<file path="src/hdl/pvc_pkg.sv">
// Shared types, widths and codes for the polyhedron volume and centroid unit.
package pvc_pkg;

   localparam int CRD_W              = 12;
   localparam int MAX_TRIANGLES_DEF  = 256;
   localparam int COORD_BITS_DEF     = 12;
   localparam int FRACTION_BITS_DEF  = 8;

   localparam int DIF_W   = CRD_W + 1;
   localparam int SUM4_W  = CRD_W + 2;
   localparam int CR_W    = 2 * DIF_W + 1;
   localparam int DOT_W   = CR_W + DIF_W + 2;
   localparam int VOL_W   = 51;
   localparam int MOM_W   = 64;
   localparam int MUL_A_W = 41;
   localparam int MUL_B_W = 15;
   localparam int MUL_P_W = MUL_A_W + MUL_B_W;
   localparam int CNT_W   = 9;
   localparam int CEN_W   = 20;
   localparam int Q_W     = CEN_W + 1;
   localparam int QCNT_W  = $clog2(Q_W + 1);
   localparam int DEN_SHIFT = Q_W + 1;
   localparam int DIV_W   = VOL_W + DEN_SHIFT;
   localparam int STEP_W  = 4;
   localparam int CALC_LAST = 13;

   typedef logic signed [CRD_W-1:0]   crd_type;
   typedef logic signed [DIF_W-1:0]   dif_type;
   typedef logic signed [SUM4_W-1:0]  sum4_type;
   typedef logic signed [CR_W-1:0]    cr_type;
   typedef logic signed [DOT_W-1:0]   dot_type;
   typedef logic signed [VOL_W-1:0]   vol_type;
   typedef logic signed [MOM_W-1:0]   mom_type;
   typedef logic signed [MUL_A_W-1:0] mul_a_type;
   typedef logic signed [MUL_B_W-1:0] mul_b_type;
   typedef logic signed [MUL_P_W-1:0] mul_p_type;
   typedef logic [DIV_W-1:0]          div_type;
   typedef logic [Q_W-1:0]            quo_type;
   typedef logic [QCNT_W-1:0]         qcnt_type;
   typedef logic signed [CEN_W-1:0]   cen_type;
   typedef logic [CNT_W-1:0]          cnt_type;
   typedef logic [STEP_W-1:0]         step_type;

   localparam cen_type CEN_MAX = cen_type'(524287);
   localparam cen_type CEN_MIN = cen_type'(-524288);

   typedef enum logic [1:0] {
      STS_OK       = 2'd0,
      STS_ZERO     = 2'd1,
      STS_OVERFLOW = 2'd2
   } status_type;

   typedef enum logic [2:0] {
      ST_IDLE,
      ST_CALC,
      ST_FINISH,
      ST_DIV_GO,
      ST_DIV_WAIT,
      ST_EMIT
   } state_type;

   function automatic crd_type sext_coord(input logic [CRD_W-1:0] v, input int bits);
      logic [CRD_W-1:0] t;
      t = v << (CRD_W - bits);
      return crd_type'($signed(t) >>> (CRD_W - bits));
   endfunction

endpackage

</file>
<file path="src/hdl/pvc_mul.sv">
// Shared signed multiplier with registered product.
module pvc_mul (
   input  logic                clock,
   input  pvc_pkg::mul_a_type  op_a,
   input  pvc_pkg::mul_b_type  op_b,
   output pvc_pkg::mul_p_type  prod
);

   pvc_pkg::mul_p_type prod_ff;
   pvc_pkg::mul_p_type prod_in;

   assign prod_in = op_a * op_b;

   always_ff @(posedge clock) begin
      prod_ff <= prod_in;
   end

   assign prod = prod_ff;

endmodule

</file>
<file path="config.mk">
export PLATFORM = sky130hd
export DESIGN_NAME = pvc_mul
export DESIGN_NICKNAME = d
export VERILOG_FILES = /design/src/hdl/pvc_pkg.sv /design/src/hdl/pvc_mul.sv
export SDC_FILE = /design/constraint.sdc
export NUM_CORES = 2
export LEC_CHECK = 0
export ABC_AREA = 0
export BUFFER_PORTS_ARGS = -buffer_cell sky130_fd_sc_hd__clkbuf_2
export CORE_AREA = 2 2 158 222
export CTS_CLUSTER_SIZE = 24
export DETAILED_ROUTE_END_ITERATION = 7
export DIE_AREA = 0 0 160 224
export PLACE_DENSITY = 0.82
export SETUP_SLACK_MARGIN = 0.02
export SLEW_MARGIN = 20
export SYNTH_ARGS = -nofsm -noshare
export SYNTH_HDL_FRONTEND = slang
export SYNTH_SLANG_ARGS = --single-unit
</file>
<file path="constraint.sdc">
create_clock -name clock -period 14.8 [get_ports clock]
set_input_delay 2.96 -clock clock [delete_from_list [all_inputs] [get_ports clock]]
set_output_delay 2.96 -clock clock [all_outputs]
set_load 0.02 [all_outputs]
</file>
Yosys cells after proc, flatten, opt, wreduce, memory -nomap -nowiden:

Cells that the tools add are included.

* multiply operators: 1

Operators with widths (number)
* $mul 41x15->56: 1

* register bits after elaboration: 56
* bits of input ports: 57
* output and inout port bits: 56
* word-level logic and storage cells: 2

Logic depth before layout (Yosys ltp):

* word-level depth: 1
* mapped depth: 24

Worst setup path after synthesis:

No wires, ideal clock.

* path type: input to register
* start: input op_a[40]
* end: register prod_ff[55] (netlist: prod[55])
* setup time: 0.121 ns
* arrival: 8.530 ns
* slack: 6.149 ns
* stages: 21
* buffers on the path: 1
* cells stage by stage: clkbuf_1 nand2_1 inv_1 fa_1 fa_1 inv_1 fa_1 fa_1 fa_1 fa_1 inv_1 ha_1 nand3_2 nor3_4 nand2_2 a211o_1 o2111a_2 a211oi_4 a211o_1 a21oi_2 xnor2_1

* longest elaborated chain between the ends: 1

RTL lines
* start, declared: line pvc_mul.sv:4 `input pvc_pkg::mul_a_type op_a,`
* $mul 41x15->56: line pvc_mul.sv:12 `assign prod_in = op_a * op_b;`
* net prod_in[55]: line pvc_mul.sv:10 `pvc_pkg::mul_p_type prod_in;`
* end signal, assigned: line pvc_mul.sv:15 `prod_ff <= prod_in;`
* end, declared: line pvc_mul.sv:9 `pvc_pkg::mul_p_type prod_ff;`

The timed path passes the listed nets, and every way through them passes these cells.

Worst setup path in the final report:

* start: input op_b[3]
* end: register prod_ff[55] (netlist: prod[55])

* longest elaborated chain between the ends: 1

RTL lines
* start, declared: line pvc_mul.sv:5 `input pvc_pkg::mul_b_type op_b,`
* $mul 41x15->56: line pvc_mul.sv:12
* net prod_in[55]: line pvc_mul.sv:10

The timed path passes the listed nets, and every way through them passes these cells.

==> impl_metrics.tcl <==
set metrics [dict create \
    outcome "complete, no violations" \
    antenna_found_initial 0 \
    port_buffers 112 \
    largest_register_ffs 56 \
    end_kind "flip-flop" \
    fin_cells 2895 \
    antenna_cells 0 \
    row_count 80 \
    pin_count 113 \
    postSynth.asyncResetShare_pct 0 \
    drive_gt1_share_pct 7.20 \
    start_util_pct 64.4 \
    cts.sinks 56 \
    clock.fmax_mhz 99.0 \
    setup_violations 0 \
    vias_per_cell 5.79 \
    final_max_slew_viol_count 0 \
    worstPathCellList "clkbuf_2, nand2_1, inv_1, fa_1, fa_1, inv_1, fa_1, fa_1, fa_1, fa_1, inv_1, ha_1, nand3_2, nor3_4, nand2_2, nor3_2, a211oi_2, a211oi_4, a211o_1, a21oi_2, xnor2_1" \
    cts-buffers-inserted 5 \
    tightest_slew_ns 1.16 \
    synth_ff_type "dfxtp_1" \
    syn_area_per_cell_um2 9.00 \
    die_w_um 160 \
    drtIter0Drc 1281 \
    worst_path_most_repeated_cell "fa_1" \
    place_ws_ns 4.53 \
    cts_hold_buf 0 \
    met2_usage_pct 60.3 \
    dp.cells 2888 \
    grt_pass1_vias 19500 \
    critPathBufInv 4 \
    grt_max_degree 42 \
    fillCellCount 2693 \
    dieArea_mm2 0.0358 \
    critPathMaxFanout 41 \
    crit_required_ns 15.01 \
    use_met1_pct 39.1 \
    wl_per_cell_um 19.8 \
    syn_to_final_growth_pct 4.42 \
    cts_resized 0 \
    place_hpwl_mm 43.7 \
    gr-total-overflow 0 \
    crit_family "adder cells" \
    syn-cell-area_mm2 0.0218 \
    syn-num-nets 3174 \
    cap_violations 0 \
    synthCells 2423 \
    routabilityCongestion 0.927 \
    start_kind "input port" \
    layout_commonest_cell "inv_1" \
    htreeDepth 2 \
    grt_use_total_pct 34.4 \
    arrival_ns 10.31 \
    fp.dieH_um 224 \
    min_period_ns 10.10 \
    rsz0062_at_grt "no" \
    layout_common_cells "620 x inv_1, 560 x fa_1, 437 x nand2_1" \
    ys_seq_area_share_pct 5.14 \
    drt_wl_total_mm 57.2 \
    cpMaxStageDelayCell "clkbuf_2" \
    design_area_mm2 0.0228 \
    critical_path.max_stage_delay_ns 0.82 \
    holdCritPathClass "in2reg" \
    use_met3_pct 5.81 \
    post_dp_cell_area_mm2 0.0226 \
    period_share_pct 68.3 \
    drc 0 \
    firstDrtPassIters 6 \
    core_area_mm2 0.0338 \
    cts_tree "done" \
    relSlewSlack_pct 22.7 \
    hold_depth 2 \
    synth_cell_types 74 \
    final_nets 3195 \
    cts_buffer_depth 2 \
    synth_edf_count 0 \
    ys_seq_elements 56 \
    path_class "in2reg" \
    finalSetupTns_ns 0 \
    ys_warn_count 0 \
    cts-root-buf "clkbuf_16" \
    clkSlewWorstSetupHoldPaths_ns 0.10 \
    hold_viol 0 \
    antenna_left 0 \
    path_depth 21 \
    cts_setup_buffers 0 \
    busiest_layer "met2" \
    grt_pass1_wl_mm 95.6 \
    vias 16800 \
    worst_slack_ns 4.70 \
]
layer usage:
| metal | wire (um) | vias to the layer above |
|---|---|---|
| met5 | 0 | - |
| met4 | 4050 | 0 |
| met3 | 5230 | 316 |
| met2 | 29000 | 990 |
| met1 | 19000 | 8470 |
| li1 | - | 7000 |
layout make-up:
cell class	instances	area (um^2)	area share (%)
tap	451	564	2.48
inverter	621	2330	10.2
timing repair buffer	123	643	2.82
multi-input combinational	1637	17900	78.7
clock buffer	5	125	0.550
clock inverter	2	60.1	0.264
sequential	56	1120	4.92
synthesized netlist by cell type (2+ instances only):
| cell | number | area share, % |
|---|---|---|
| a211o_1 | 2 | 0.080 |
| a211oi_1 | 4 | 0.14 |
| a211oi_2 | 2 | 0.11 |
| a21o_1 | 22 | 0.76 |
| a21o_2 | 3 | 0.12 |
| a21oi_1 | 50 | 1.1 |
| a21oi_2 | 11 | 0.44 |
| a31o_2 | 2 | 0.080 |
| a31oi_1 | 6 | 0.17 |
| a41oi_2 | 2 | 0.15 |
| and2_1 | 173 | 5.0 |
| and3_1 | 4 | 0.11 |
| buf_1 | 3 | 0.052 |
| buf_2 | 2 | 0.046 |
| clkbuf_1 | 99 | 1.7 |
| clkbuf_2 | 2 | 0.046 |
| dfxtp_1 | 56 | 5.1 |
| fa_1 | 560 | 51 |
| ha_1 | 134 | 7.7 |
| inv_1 | 620 | 11 |
| nand2_1 | 437 | 7.5 |
| nand2b_1 | 10 | 0.29 |
| nand3_1 | 16 | 0.37 |
| nand3_2 | 3 | 0.14 |
| nor2_1 | 52 | 0.90 |
| nor2b_1 | 4 | 0.11 |
| nor3_1 | 6 | 0.14 |
| nor3_2 | 2 | 0.092 |
| nor4_1 | 2 | 0.057 |
| o211ai_2 | 2 | 0.11 |
| o21a_1 | 2 | 0.069 |
| o21ai_0 | 23 | 0.53 |
| o21ai_1 | 3 | 0.069 |
| o21bai_1 | 4 | 0.14 |
| o221ai_1 | 3 | 0.12 |
| o22ai_2 | 2 | 0.11 |
| xnor2_1 | 41 | 1.6 |
| xor2_1 | 18 | 0.72 |
worst paths after layout:
check,start,end,slack (ns)
worst min-delay path,op_a[0],prod[0],3.11
worst max-delay path,op_b[3],prod[55],4.70
stage by stage:
step                util [%]  hold slack, ns
global placement        66.7            3.38
finish                  67.3            3.11
CTS                     67.3            3.12
global route            67.3            3.15
detailed placement      66.7            3.37
floorplan                  -            3.20
kinds of logic after synthesis:
group,count (synthesis),share of synthesized area (%)
AO/OA/AOI/OAI,167,5.69
XOR/XNOR,59,2.37
adder cells (fa/ha/maj),694,59.1
buffers and inverters,730,12.7
flip-flops,56,5.14
AND/OR/NAND/NOR,717,15.0
Power is not shown: default switching activity piles up to over one toggle a cycle in this logic, so the estimate is an artifact.
