<file path="config.mk">
export PLATFORM = sky130hd
export DESIGN_NAME = pvc_div
export DESIGN_NICKNAME = d
export VERILOG_FILES = /design/src/hdl/pvc_pkg.sv /design/src/hdl/pvc_div.sv
export SDC_FILE = /design/constraint.sdc
export NUM_CORES = 1
export LEC_CHECK = 0
export CORE_ASPECT_RATIO = 1.75
export CORE_MARGIN = 1.5
export CORE_UTILIZATION = 55
export DETAILED_ROUTE_END_ITERATION = 8
export DONT_BUFFER_PORTS = 1
export GPL_TIMING_DRIVEN = 0
export PLACE_DENSITY = 0.79
export SYNTH_ARGS = -nofsm -noshare
export SYNTH_HDL_FRONTEND = slang
export SYNTH_SLANG_ARGS = --single-unit
</file>
<file path="constraint.sdc">
create_clock -name clock -period 4.93 [get_ports clock]
set_clock_uncertainty 0.15 [all_clocks]
set_input_delay 0.2465 -clock clock [delete_from_list [all_inputs] [get_ports clock]]
set_output_delay 0.2465 -clock clock [all_outputs]
set_load 0.02 [all_outputs]
</file>
<file path="src/hdl/pvc_pkg.sv">
// Shared types, widths and codes for the polyhedron volume and centroid unit.
package pvc_pkg;

   localparam int CRD_W              = 12;
   localparam int MAX_TRIANGLES_DEF  = 256;
   localparam int COORD_BITS_DEF     = 12;
   localparam int FRACTION_BITS_DEF  = 8;

   localparam int DIF_W   = CRD_W + 1;
   localparam int SUM4_W  = CRD_W + 2;
   localparam int CR_W    = 2 * DIF_W + 1;
   localparam int DOT_W   = CR_W + DIF_W + 2;
   localparam int VOL_W   = 51;
   localparam int MOM_W   = 64;
   localparam int MUL_A_W = 41;
   localparam int MUL_B_W = 15;
   localparam int MUL_P_W = MUL_A_W + MUL_B_W;
   localparam int CNT_W   = 9;
   localparam int CEN_W   = 20;
   localparam int Q_W     = CEN_W + 1;
   localparam int QCNT_W  = $clog2(Q_W + 1);
   localparam int DEN_SHIFT = Q_W + 1;
   localparam int DIV_W   = VOL_W + DEN_SHIFT;
   localparam int STEP_W  = 4;
   localparam int CALC_LAST = 13;

   typedef logic signed [CRD_W-1:0]   crd_type;
   typedef logic signed [DIF_W-1:0]   dif_type;
   typedef logic signed [SUM4_W-1:0]  sum4_type;
   typedef logic signed [CR_W-1:0]    cr_type;
   typedef logic signed [DOT_W-1:0]   dot_type;
   typedef logic signed [VOL_W-1:0]   vol_type;
   typedef logic signed [MOM_W-1:0]   mom_type;
   typedef logic signed [MUL_A_W-1:0] mul_a_type;
   typedef logic signed [MUL_B_W-1:0] mul_b_type;
   typedef logic signed [MUL_P_W-1:0] mul_p_type;
   typedef logic [DIV_W-1:0]          div_type;
   typedef logic [Q_W-1:0]            quo_type;
   typedef logic [QCNT_W-1:0]         qcnt_type;
   typedef logic signed [CEN_W-1:0]   cen_type;
   typedef logic [CNT_W-1:0]          cnt_type;
   typedef logic [STEP_W-1:0]         step_type;

   localparam cen_type CEN_MAX = cen_type'(524287);
   localparam cen_type CEN_MIN = cen_type'(-524288);

   typedef enum logic [1:0] {
      STS_OK       = 2'd0,
      STS_ZERO     = 2'd1,
      STS_OVERFLOW = 2'd2
   } status_type;

   typedef enum logic [2:0] {
      ST_IDLE,
      ST_CALC,
      ST_FINISH,
      ST_DIV_GO,
      ST_DIV_WAIT,
      ST_EMIT
   } state_type;

   function automatic crd_type sext_coord(input logic [CRD_W-1:0] v, input int bits);
      logic [CRD_W-1:0] t;
      t = v << (CRD_W - bits);
      return crd_type'($signed(t) >>> (CRD_W - bits));
   endfunction

endpackage

</file>
<file path="src/hdl/pvc_div.sv">
// Restoring divider producing one quotient bit per cycle.
module pvc_div (
   input  logic              clock,
   input  logic              reset,
   input  logic              start,
   input  pvc_pkg::div_type  num,
   input  pvc_pkg::div_type  den,
   output logic              done,
   output pvc_pkg::quo_type  quo
);

   pvc_pkg::div_type  rem_ff, rem_in;
   pvc_pkg::div_type  dvs_ff, dvs_in;
   pvc_pkg::quo_type  quo_ff, quo_in;
   pvc_pkg::qcnt_type cnt_ff, cnt_in;
   logic              busy_ff, busy_in;
   logic              done_ff, done_in;

   always_comb begin
      rem_in  = rem_ff;
      dvs_in  = dvs_ff;
      quo_in  = quo_ff;
      cnt_in  = cnt_ff;
      busy_in = busy_ff;
      done_in = 1'b0;
      if (start) begin
         rem_in  = num;
         dvs_in  = den;
         quo_in  = '0;
         cnt_in  = pvc_pkg::qcnt_type'(pvc_pkg::Q_W);
         busy_in = 1'b1;
      end else if (busy_ff) begin
         if (rem_ff >= dvs_ff) begin
            rem_in = rem_ff - dvs_ff;
            quo_in = {quo_ff[pvc_pkg::Q_W-2:0], 1'b1};
         end else begin
            quo_in = {quo_ff[pvc_pkg::Q_W-2:0], 1'b0};
         end
         dvs_in = dvs_ff >> 1;
         cnt_in = cnt_ff - 1'b1;
         if (cnt_ff == pvc_pkg::qcnt_type'(1)) begin
            busy_in = 1'b0;
            done_in = 1'b1;
         end
      end
   end

   always_ff @(posedge clock) begin
      if (reset) begin
         busy_ff <= 1'b0;
         done_ff <= 1'b0;
         cnt_ff  <= '0;
      end else begin
         busy_ff <= busy_in;
         done_ff <= done_in;
         cnt_ff  <= cnt_in;
      end
   end

   always_ff @(posedge clock) begin
      rem_ff <= rem_in;
      dvs_ff <= dvs_in;
      quo_ff <= quo_in;
   end

   assign done = done_ff;
   assign quo  = quo_ff;

endmodule

</file>
# After elaboration in Yosys (flattened, before gate mapping)
# Cells that the tools add are included.
[word_totals] ff_bits=174 in_bits=149 output_inout_bits=22 wordCells=29
[classes] addsub=2 order_cmp=1 eq_ne=1 n_mux=12 n_bitwise=1 n_reduce_logical=5
[op_table] op="73-bit two-way mux" n=5
[op_table] op="73-bit >= comparator" n=1
[op_table] op="73-bit subtractor" n=1
[op_table] op="5-bit two-way mux" n=2
[op_table] op="5-bit by 1-bit == test with 1-bit output (second input constant)" n=1
[op_table] op="1-bit two-way mux" n=5
[op_table] op="5-bit by 1-bit subtractor with 5-bit output (second input constant)" n=1
[op_table] op="2-bit nonzero test" n=2
[op_table] op="3-bit OR reduction" n=1
[op_table] op="2-bit AND reduction" n=1
[op_table] op="2-bit OR reduction" n=1
[op_table] op="1-bit NOT" n=1

# Logic depth before layout (Yosys ltp)
# Gate-level depths: netlist of the first run.
[depth] depth_word=4 ltp_mapped=12 ltp_nobuf=12

# Worst setup path after synthesis of the first run
# Ideal clock, no wire load.
[synth_path] path_type="register to register" startpoint="reg rem_ff[32]" endpoint="reg rem_ff[0], enable pin" setup_ns=0.435 arrival_ns=3.792 required_ns=4.345 slack_ns=0.553 path_stages_with_launch=10 n_path_buf=1 synth_period_minus_slack_ns=4.377 path_cell_list="edfxtp_1 > ha_1 > buf_2 > nand4_1 > or4_4 > nor3_2 > and4_1 > a41oi_1 > o21ai_0 > a41o_1"
[synth_between] elab_chain_len=3
[synth_rtl] element="from (decl)" line_no="pvc_div.sv:12" text="pvc_pkg::div_type rem_ff, rem_in;"
[synth_rtl] element="from (signal assigned)" line_no="pvc_div.sv:61" text="rem_ff <= rem_in;"
[synth_rtl] element="73-bit >= comparator" line_no="pvc_div.sv:33" text="if (rem_ff >= dvs_ff) begin"
[synth_rtl] element="2-bit nonzero test (no line)"
[synth_rtl] element="2-bit AND reduction (no line)"
# Every way passes these cells.
# A chain may end at the register's enable or synchronous reset.

# Final worst setup path of the first run
[layout_path] startpoint="reg dvs_ff[54]" endpoint="reg rem_ff[35], enable pin"
[layout_between] elab_chain_len=3
[layout_rtl] element="from (decl)" line_no="pvc_div.sv:13" text="pvc_pkg::div_type dvs_ff, dvs_in;"
[layout_rtl] element="from (signal assigned)" line_no="pvc_div.sv:62" text="dvs_ff <= dvs_in;"
[layout_rtl] element="73-bit >= comparator" line_no="pvc_div.sv:33"
[layout_rtl] element="2-bit nonzero test (no line)"
[layout_rtl] element="2-bit AND reduction (no line)"
# Every way passes these cells.

==> results.md, run 1 <==
* Outcome: finished, final reports clean
* Gr usage total at 0.335
* Die Area at 22300 sq um
* Drt first pass iters at 9
* Worst setup EP type: flop
* DP Worst Slack at 1.11 ns
* Pwr per Cell Area at 459 nW/um^2
* Area growth, synth to finish at 20.4%
* Fmax at 251 MHz
* Die width at 114 um
* Post-synth EDFFs at 146
* Die Y at 197 um
* CTS Buffer Depth at 2
* First-pass GRT wire length at 57.6 mm
* Number of H-tree levels at 4
* Leak at 5.68 nW
* Min Tclk post-route at 3.99 ns
* CTS tree: done
* Pins over their slew limit at 0
* Vias per cell at 6.22
* Final period util at 0.809
* Initial Util at 0.562
* Fin nets at 1731
* Post-CTS setup buffer count at 0
* Layout cells sized above 1 at 0.0415
* Synthesized area at 11800 sq um
* Synthesis Warnings at 0
* Final hold violations at 0
* DP Area at 12200 sq um
* Crit path required time at 4.95 ns
* IO Pins at 171
* FF+latch count, synth at 174
* Final worst slack at 0.941 ns
* Post-DP HPWL at 26.4 mm
* GP Congestion at 0.964
* Total Wirelength at 37.0 mm
* Seq/Total Area, Yosys at 0.420
* Post-route ant nets at 0
* Fin area at 14200 sq um
* Max IR drop VDD at 0.301 mV
* Worst-Skew Late Latency at 0.46 ns
* Root Buffer: clkbuf_16
* Number of global-route vias before repair at 11500
* Syn Nets at 1566
* Row count at 70
* Rel. slew slack at 0.248
* Wire per inst at 20.9 um
* Crit-path max FO at 58
* Port Buffers at 0
* GRT overflow at 0
* Synth cell types at 71
* Worst slew pin tran at 1.13 ns
* Max-cap violations at 0
* Critical path type: reg2reg
* Remaining DRCs at 0
* Critical path arrival at 4.00 ns
* WHS at 0.00194 ns
* Gate count of the mapped netlist at 1341
* Power Total at 6.50 mW
* RSZ-0062 raised after global routing: false
* Final Setup Violations at 0
* Initial DRC count at 888
* Via count at 11000
* Initial antenna violation count at 1
* Worst Setup Start Kind: flop
* Fraction of registers with async set/reset at 0
* Main synth FF type: edfxtp_1
* Placeable Area at 20900 sq um
* CTS sink cnt at 174
* TritonCTS buffer count at 17
* Mean Syn Cell Area at 8.78 sq um
* Hold WC Path Type: in2reg
* Largest net degree at the start of global routing at 59
* Clock transition at path regs at 0.07 ns
[cells by family after synthesis]
kind of cell               Yosys count  share of synthesized area
DFF                                174                      0.420
xor gates and xnor gates            58                     0.0431
buffers and inverters              162                     0.0523
AOI/OAI and AO/OA                  424                      0.217
and+or+nand+nor                    425                      0.167
muxes                               22                     0.0188
adders and majority gates           76                     0.0814
[report_power, final]
part | switching [mW] | total, mW | internal (mW)
combinational | 1.93 | 3.10 | 1.18
sequential | 0.0927 | 2.05 | 1.95
clock | 0.634 | 1.35 | 0.716
total | 2.65 | 6.50 | 3.84
[synthesized netlist by cell type (6+ instances only)]
cell,count,area share
nand2_1,206,0.066
o21ai_0,176,0.075
edfxtp_1,146,0.37
a21oi_1,103,0.044
inv_1,96,0.031
ha_1,75,0.080
nor2_1,74,0.024
clkbuf_1,57,0.018
xnor2_1,38,0.028
a21o_1,30,0.019
dfxtp_1,28,0.048
nand4_1,25,0.013
nor3_1,22,0.0094
mux2i_1,21,0.018
nand3_1,20,0.0085
xor2_1,20,0.015
and2_1,16,0.0085
a31oi_1,12,0.0064
o21bai_1,12,0.0077
o21a_1,11,0.0070
nor2b_1,9,0.0048
nor4_1,8,0.0043
o31ai_1,8,0.0051
a211oi_1,7,0.0045
a311oi_1,7,0.0052
o211ai_1,7,0.0045
o21ai_1,7,0.0030
and3_1,6,0.0032
buf_2,6,0.0026
nor3b_1,6,0.0038
o22ai_1,6,0.0032
[final cells by class]
type / count / area, sq um
diodes: 1 / 2.50
plain buffers: 66 / 255
clock buffers: 20 / 479
clock inverters: 12 / 91.3
fillers: 1655 / 6760
inverters: 96 / 360
multi-input cells: 1005 / 6230
flip-flops and latches: 174 / 4940
well taps: 252 / 315
repair buffers: 146 / 1490
[state kept, by name, indices dropped and copies added, names as in the netlist]
| name | cells |
|---|---|
| dvs_ff | 73 |
| done | 1 |
| busy_ff | 1 |
| cnt_ff | 5 |
| rem_ff | 73 |
| quo | 21 |
[path summary, 6_finish.rpt]
check | from | to | slack (ns) | cells after the start
min reg2reg | cnt_ff[1]$_SDFFE_PP0P_ | cnt_ff[1]$_SDFFE_PP0P_ | 0.38 | 2
min | num[61] | rem_ff[61]$_DFFE_PP_ | 0.002 | 2
max | dvs_ff[54]$_DFFE_PP_ | rem_ff[35]$_DFFE_PP_ | 0.94 | 12
max reg2reg | dvs_ff[54]$_DFFE_PP_ | rem_ff[35]$_DFFE_PP_ | 0.94 | 12
[worst max-delay path, cell delays in order (launching register included)]
cell	delay [ns]
edfxtp_1	0.41
inv_1	0.13
ha_1	0.25
clkbuf_1	0.22
a21oi_1	0.26
o21a_1	0.23
o21bai_1	0.08
a31oi_1	0.36
o21ai_1	0.16
a311oi_1	0.36
o21ai_0	0.33
a41o_4	0.46
buf_16	0.27
[cells in the final DEF (no fill, tap or decap), types with 9 or more instances in the layout]
| cell | n |
|---|---|
| mux2i_1 | 21 |
| ha_1 | 75 |
| clkbuf_16 | 19 |
| xnor2_1 | 38 |
| clkbuf_1 | 58 |
| inv_1 | 96 |
| nand3_1 | 20 |
| o21bai_1 | 12 |
| a21o_1 | 30 |
| xor2_1 | 20 |
| and2_1 | 16 |
| a21oi_1 | 103 |
| a31oi_1 | 12 |
| nor2b_1 | 9 |
| o21a_1 | 11 |
| o21ai_0 | 176 |
| edfxtp_1 | 146 |
| dlygate4sd3_1 | 144 |
| nor2_1 | 74 |
| nor3_1 | 22 |
| nand2_1 | 205 |
| nand4_1 | 25 |
| dfxtp_1 | 28 |
[repair_timing]
action                                 in CTS  in global routing
endpoints found under the hold margin     150                  0
resized for setup                           0                  0
hold buffers                              144                  0
[per-stage QoR]
stage	cells	utilization	TNS, ns
after floorplan	1341	-	0
after global placement	1593	0.578	-56.32
after detailed placement	1595	0.581	0
after CTS	1771	0.677	0
after global routing	1772	0.677	0
final	1772	0.677	0
[metal layers]
layer  GRT usage  share of wire
met2       0.617           0.52
met3      0.0612          0.066
met1       0.337           0.34
met4       0.221          0.071
met5           0              0
(Power assumes the default switching activity.)
==> run 2: changes to the inputs <==
Clock period 4.93 ns to 4 ns, I/O delays scaled along.
==> run 2 against run 1 <==
Non-clock buffer count grew 5. Routed wire length shrank 2.5%. Combinational power grew 24%. Register-to-register slack lost 0.77 ns. Sequential cell count is the same. Sequential power grew 23%. Clock power grew 22%. Hold slack gained 0.11 ns. Die area is the same. Clock-buffer cell count shrank 1. Via count grew 0.55%. Critical path type unchanged. Largest cell class unchanged. Largest power group unchanged.
==> results.md, run 2 (synthesis gave the netlist of run 1 again) <==
* Crit path required time at 3.97 ns
* Final hold violations at 0
* CTS tree: done
* FF-to-FF End: rem_ff[36]$_DFFE_PP_
* Worst slew pin tran at 1.01 ns
* Top layer in use: met4
* Placeable Area at 20900 sq um
* Worst-Skew Late Latency at 0.46 ns
* Hold WC Path Type: in2reg
* TritonCTS buffer count at 17
* Fin nets at 1736
* Flop pwr share at 0.315
* Hold Path End: rem_ff[25]$_DFFE_PP_
* Critical path arrival at 3.79 ns
* Final worst slack at 0.171 ns
* Core Util, Final at 0.679
* Die Area at 22300 sq um
* Most frequent cells in the layout: nand2_1 (205), o21ai_0 (175), dlygate4sd3_1 (147)
* Crit-path max FO at 61
* Post-DP HPWL at 26.5 mm
* R2R Path Start: rem_ff[32]$_DFFE_PP_
* Number of global-route vias before repair at 11300
* Wire length on met2 at 18.8 mm
* Leak at 5.69 nW
* Wire per inst at 20.3 um
* Switching Fraction at 0.411
* Via count at 11100
* Final period util at 0.957
* Worst Setup Start Kind: flop
* Number of H-tree levels at 4
* Root Buffer: clkbuf_16
* GRT overflow at 0
* Die width at 114 um
* FF-to-FF setup slack at 0.17 ns
* Area growth, synth to finish at 20.8%
* Met3 routed WL at 2.16 mm
* Drt first pass iters at 6
* Worst setup EP type: flop
* Combinational power share at 0.479
* Most common cell after layout, fill and taps aside: nand2_1
* CP max stage cell: or4_4
* GP Congestion at 0.958
* Row count at 70
* Critical path type: reg2reg
* Critical path buffers and inverters at 2
* Fin area at 14200 sq um
* Pwr per Cell Area at 563 nW/um^2
* DP Area at 12200 sq um
* Power Total at 8.00 mW
* Worst R2R Path Depth at 10
* WHS at 0.116 ns
* Layout cells sized above 1 at 0.0420
* CTS Buffer Depth at 2
* Die Y at 197 um
* DP Cell Count at 1595
* Internal cell power at 4.71 mW
* Hold Path Stages at 2
* Max-cap violations at 0
* Initial antenna violation count at 1
* Final non-filler cell total at 1777
* Pins over their slew limit at 0
* Worst Min Path Start: start
* Outcome: finished, final reports clean
* Largest net degree at the start of global routing at 62
* Metal-1 WL at 12.5 mm
* RSZ-0062 raised after global routing: false
* Power share of the clock group at 0.206
* Clock transition at path regs at 0.08 ns
* P_sw at 3.29 mW
* Crit-path max cell delay at 0.63 ns
* Initial Util at 0.562
* Min Tclk post-route at 3.83 ns
* Post-route ant nets at 0
* Fin Setup TNS at 0 ns
* Port Buffers at 0
* Fmax at 261 MHz
* Delay-heaviest family, CP: simple AND/OR/NAND/NOR gates
* Fill count at 1623
* DP Worst Slack at 0.216 ns
* First-pass GRT wire length at 56.0 mm
* Remaining DRCs at 0
* IO Pins at 171
* Final Setup Violations at 0
* Total Wirelength at 36.1 mm
* Gr usage total at 0.325
* Rel. slew slack at 0.328
* Vias per cell at 6.23
* Max IR drop VDD at 0.367 mV
* CTS sink cnt at 174
* CP cell instances: ha_1, buf_2, nand4_1, or4_4, nor3_2, and4_1, a41oi_1, o21ai_0, a41o_4, buf_16
* Initial DRC count at 919
## run 2: metal layers
| metal | vias up | track usage |
|---|---|---|
| li1 | 5198 | - |
| met2 | 496 | 0.588 |
| met3 | 177 | 0.0640 |
| met1 | 5204 | 0.326 |
| met4 | 0 | 0.231 |
| met5 | - | 0 |
## run 2: worst max-delay path by stage
| stage | startpoint | end | depth (start not counted) |
|---|---|---|---|
| after global placement | rem_ff[32]$_DFFE_PP_ | rem_ff[35]$_DFFE_PP_ | 9 |
| after detailed placement | rem_ff[54]$_DFFE_PP_ | rem_ff[37]$_DFFE_PP_ | 11 |
| final | rem_ff[32]$_DFFE_PP_ | rem_ff[36]$_DFFE_PP_ | 10 |
| after global routing | rem_ff[32]$_DFFE_PP_ | rem_ff[34]$_DFFE_PP_ | 10 |
| after CTS | rem_ff[54]$_DFFE_PP_ | rem_ff[34]$_DFFE_PP_ | 11 |
| after floorplan | rem_ff[32]$_DFFE_PP_ | rem_ff[0]$_DFFE_PP_ | 9 |
## run 2: final cells by class
class | instances | area (sq um) | share of cell area
Antenna cell | 1 | 2.50 | 0.000176
Clock buffer | 19 | 443 | 0.0311
Buffer | 66 | 255 | 0.0179
Sequential cell | 174 | 4940 | 0.348
Multi-Input combinational cell | 1005 | 6240 | 0.439
Tap cell | 252 | 315 | 0.0222
Inverter | 96 | 360 | 0.0253
Clock inverter | 13 | 123 | 0.00862
Timing Repair Buffer | 151 | 1530 | 0.108
## run 2: power groups by stage
stage	Clock, mW	Combinational, mW	Sequential, mW
after detailed placement	0	3.57	2.55
after CTS	1.65	3.72	2.52
after global routing	1.72	4.21	2.55
after floorplan	0	2.73	2.52
after global placement	0	3.49	2.55
final	1.65	3.83	2.52
## run 2: worst register-to-register path, stage by stage, from the launching register on
cell      delay (ns)
edfxtp_1        0.37
ha_1            0.28
buf_2           0.18
nand4_1         0.20
or4_4           0.63
nor3_2          0.28
and4_1          0.25
a41oi_1         0.19
o21ai_0         0.30
a41o_4          0.29
buf_16          0.35
## run 2: timing repair
action	CTS	global route
resized for setup	0	2
endpoints found under the hold margin	153	0
setup endpoints to repair	0	63
setup buffers	0	2
hold buffers	147	0
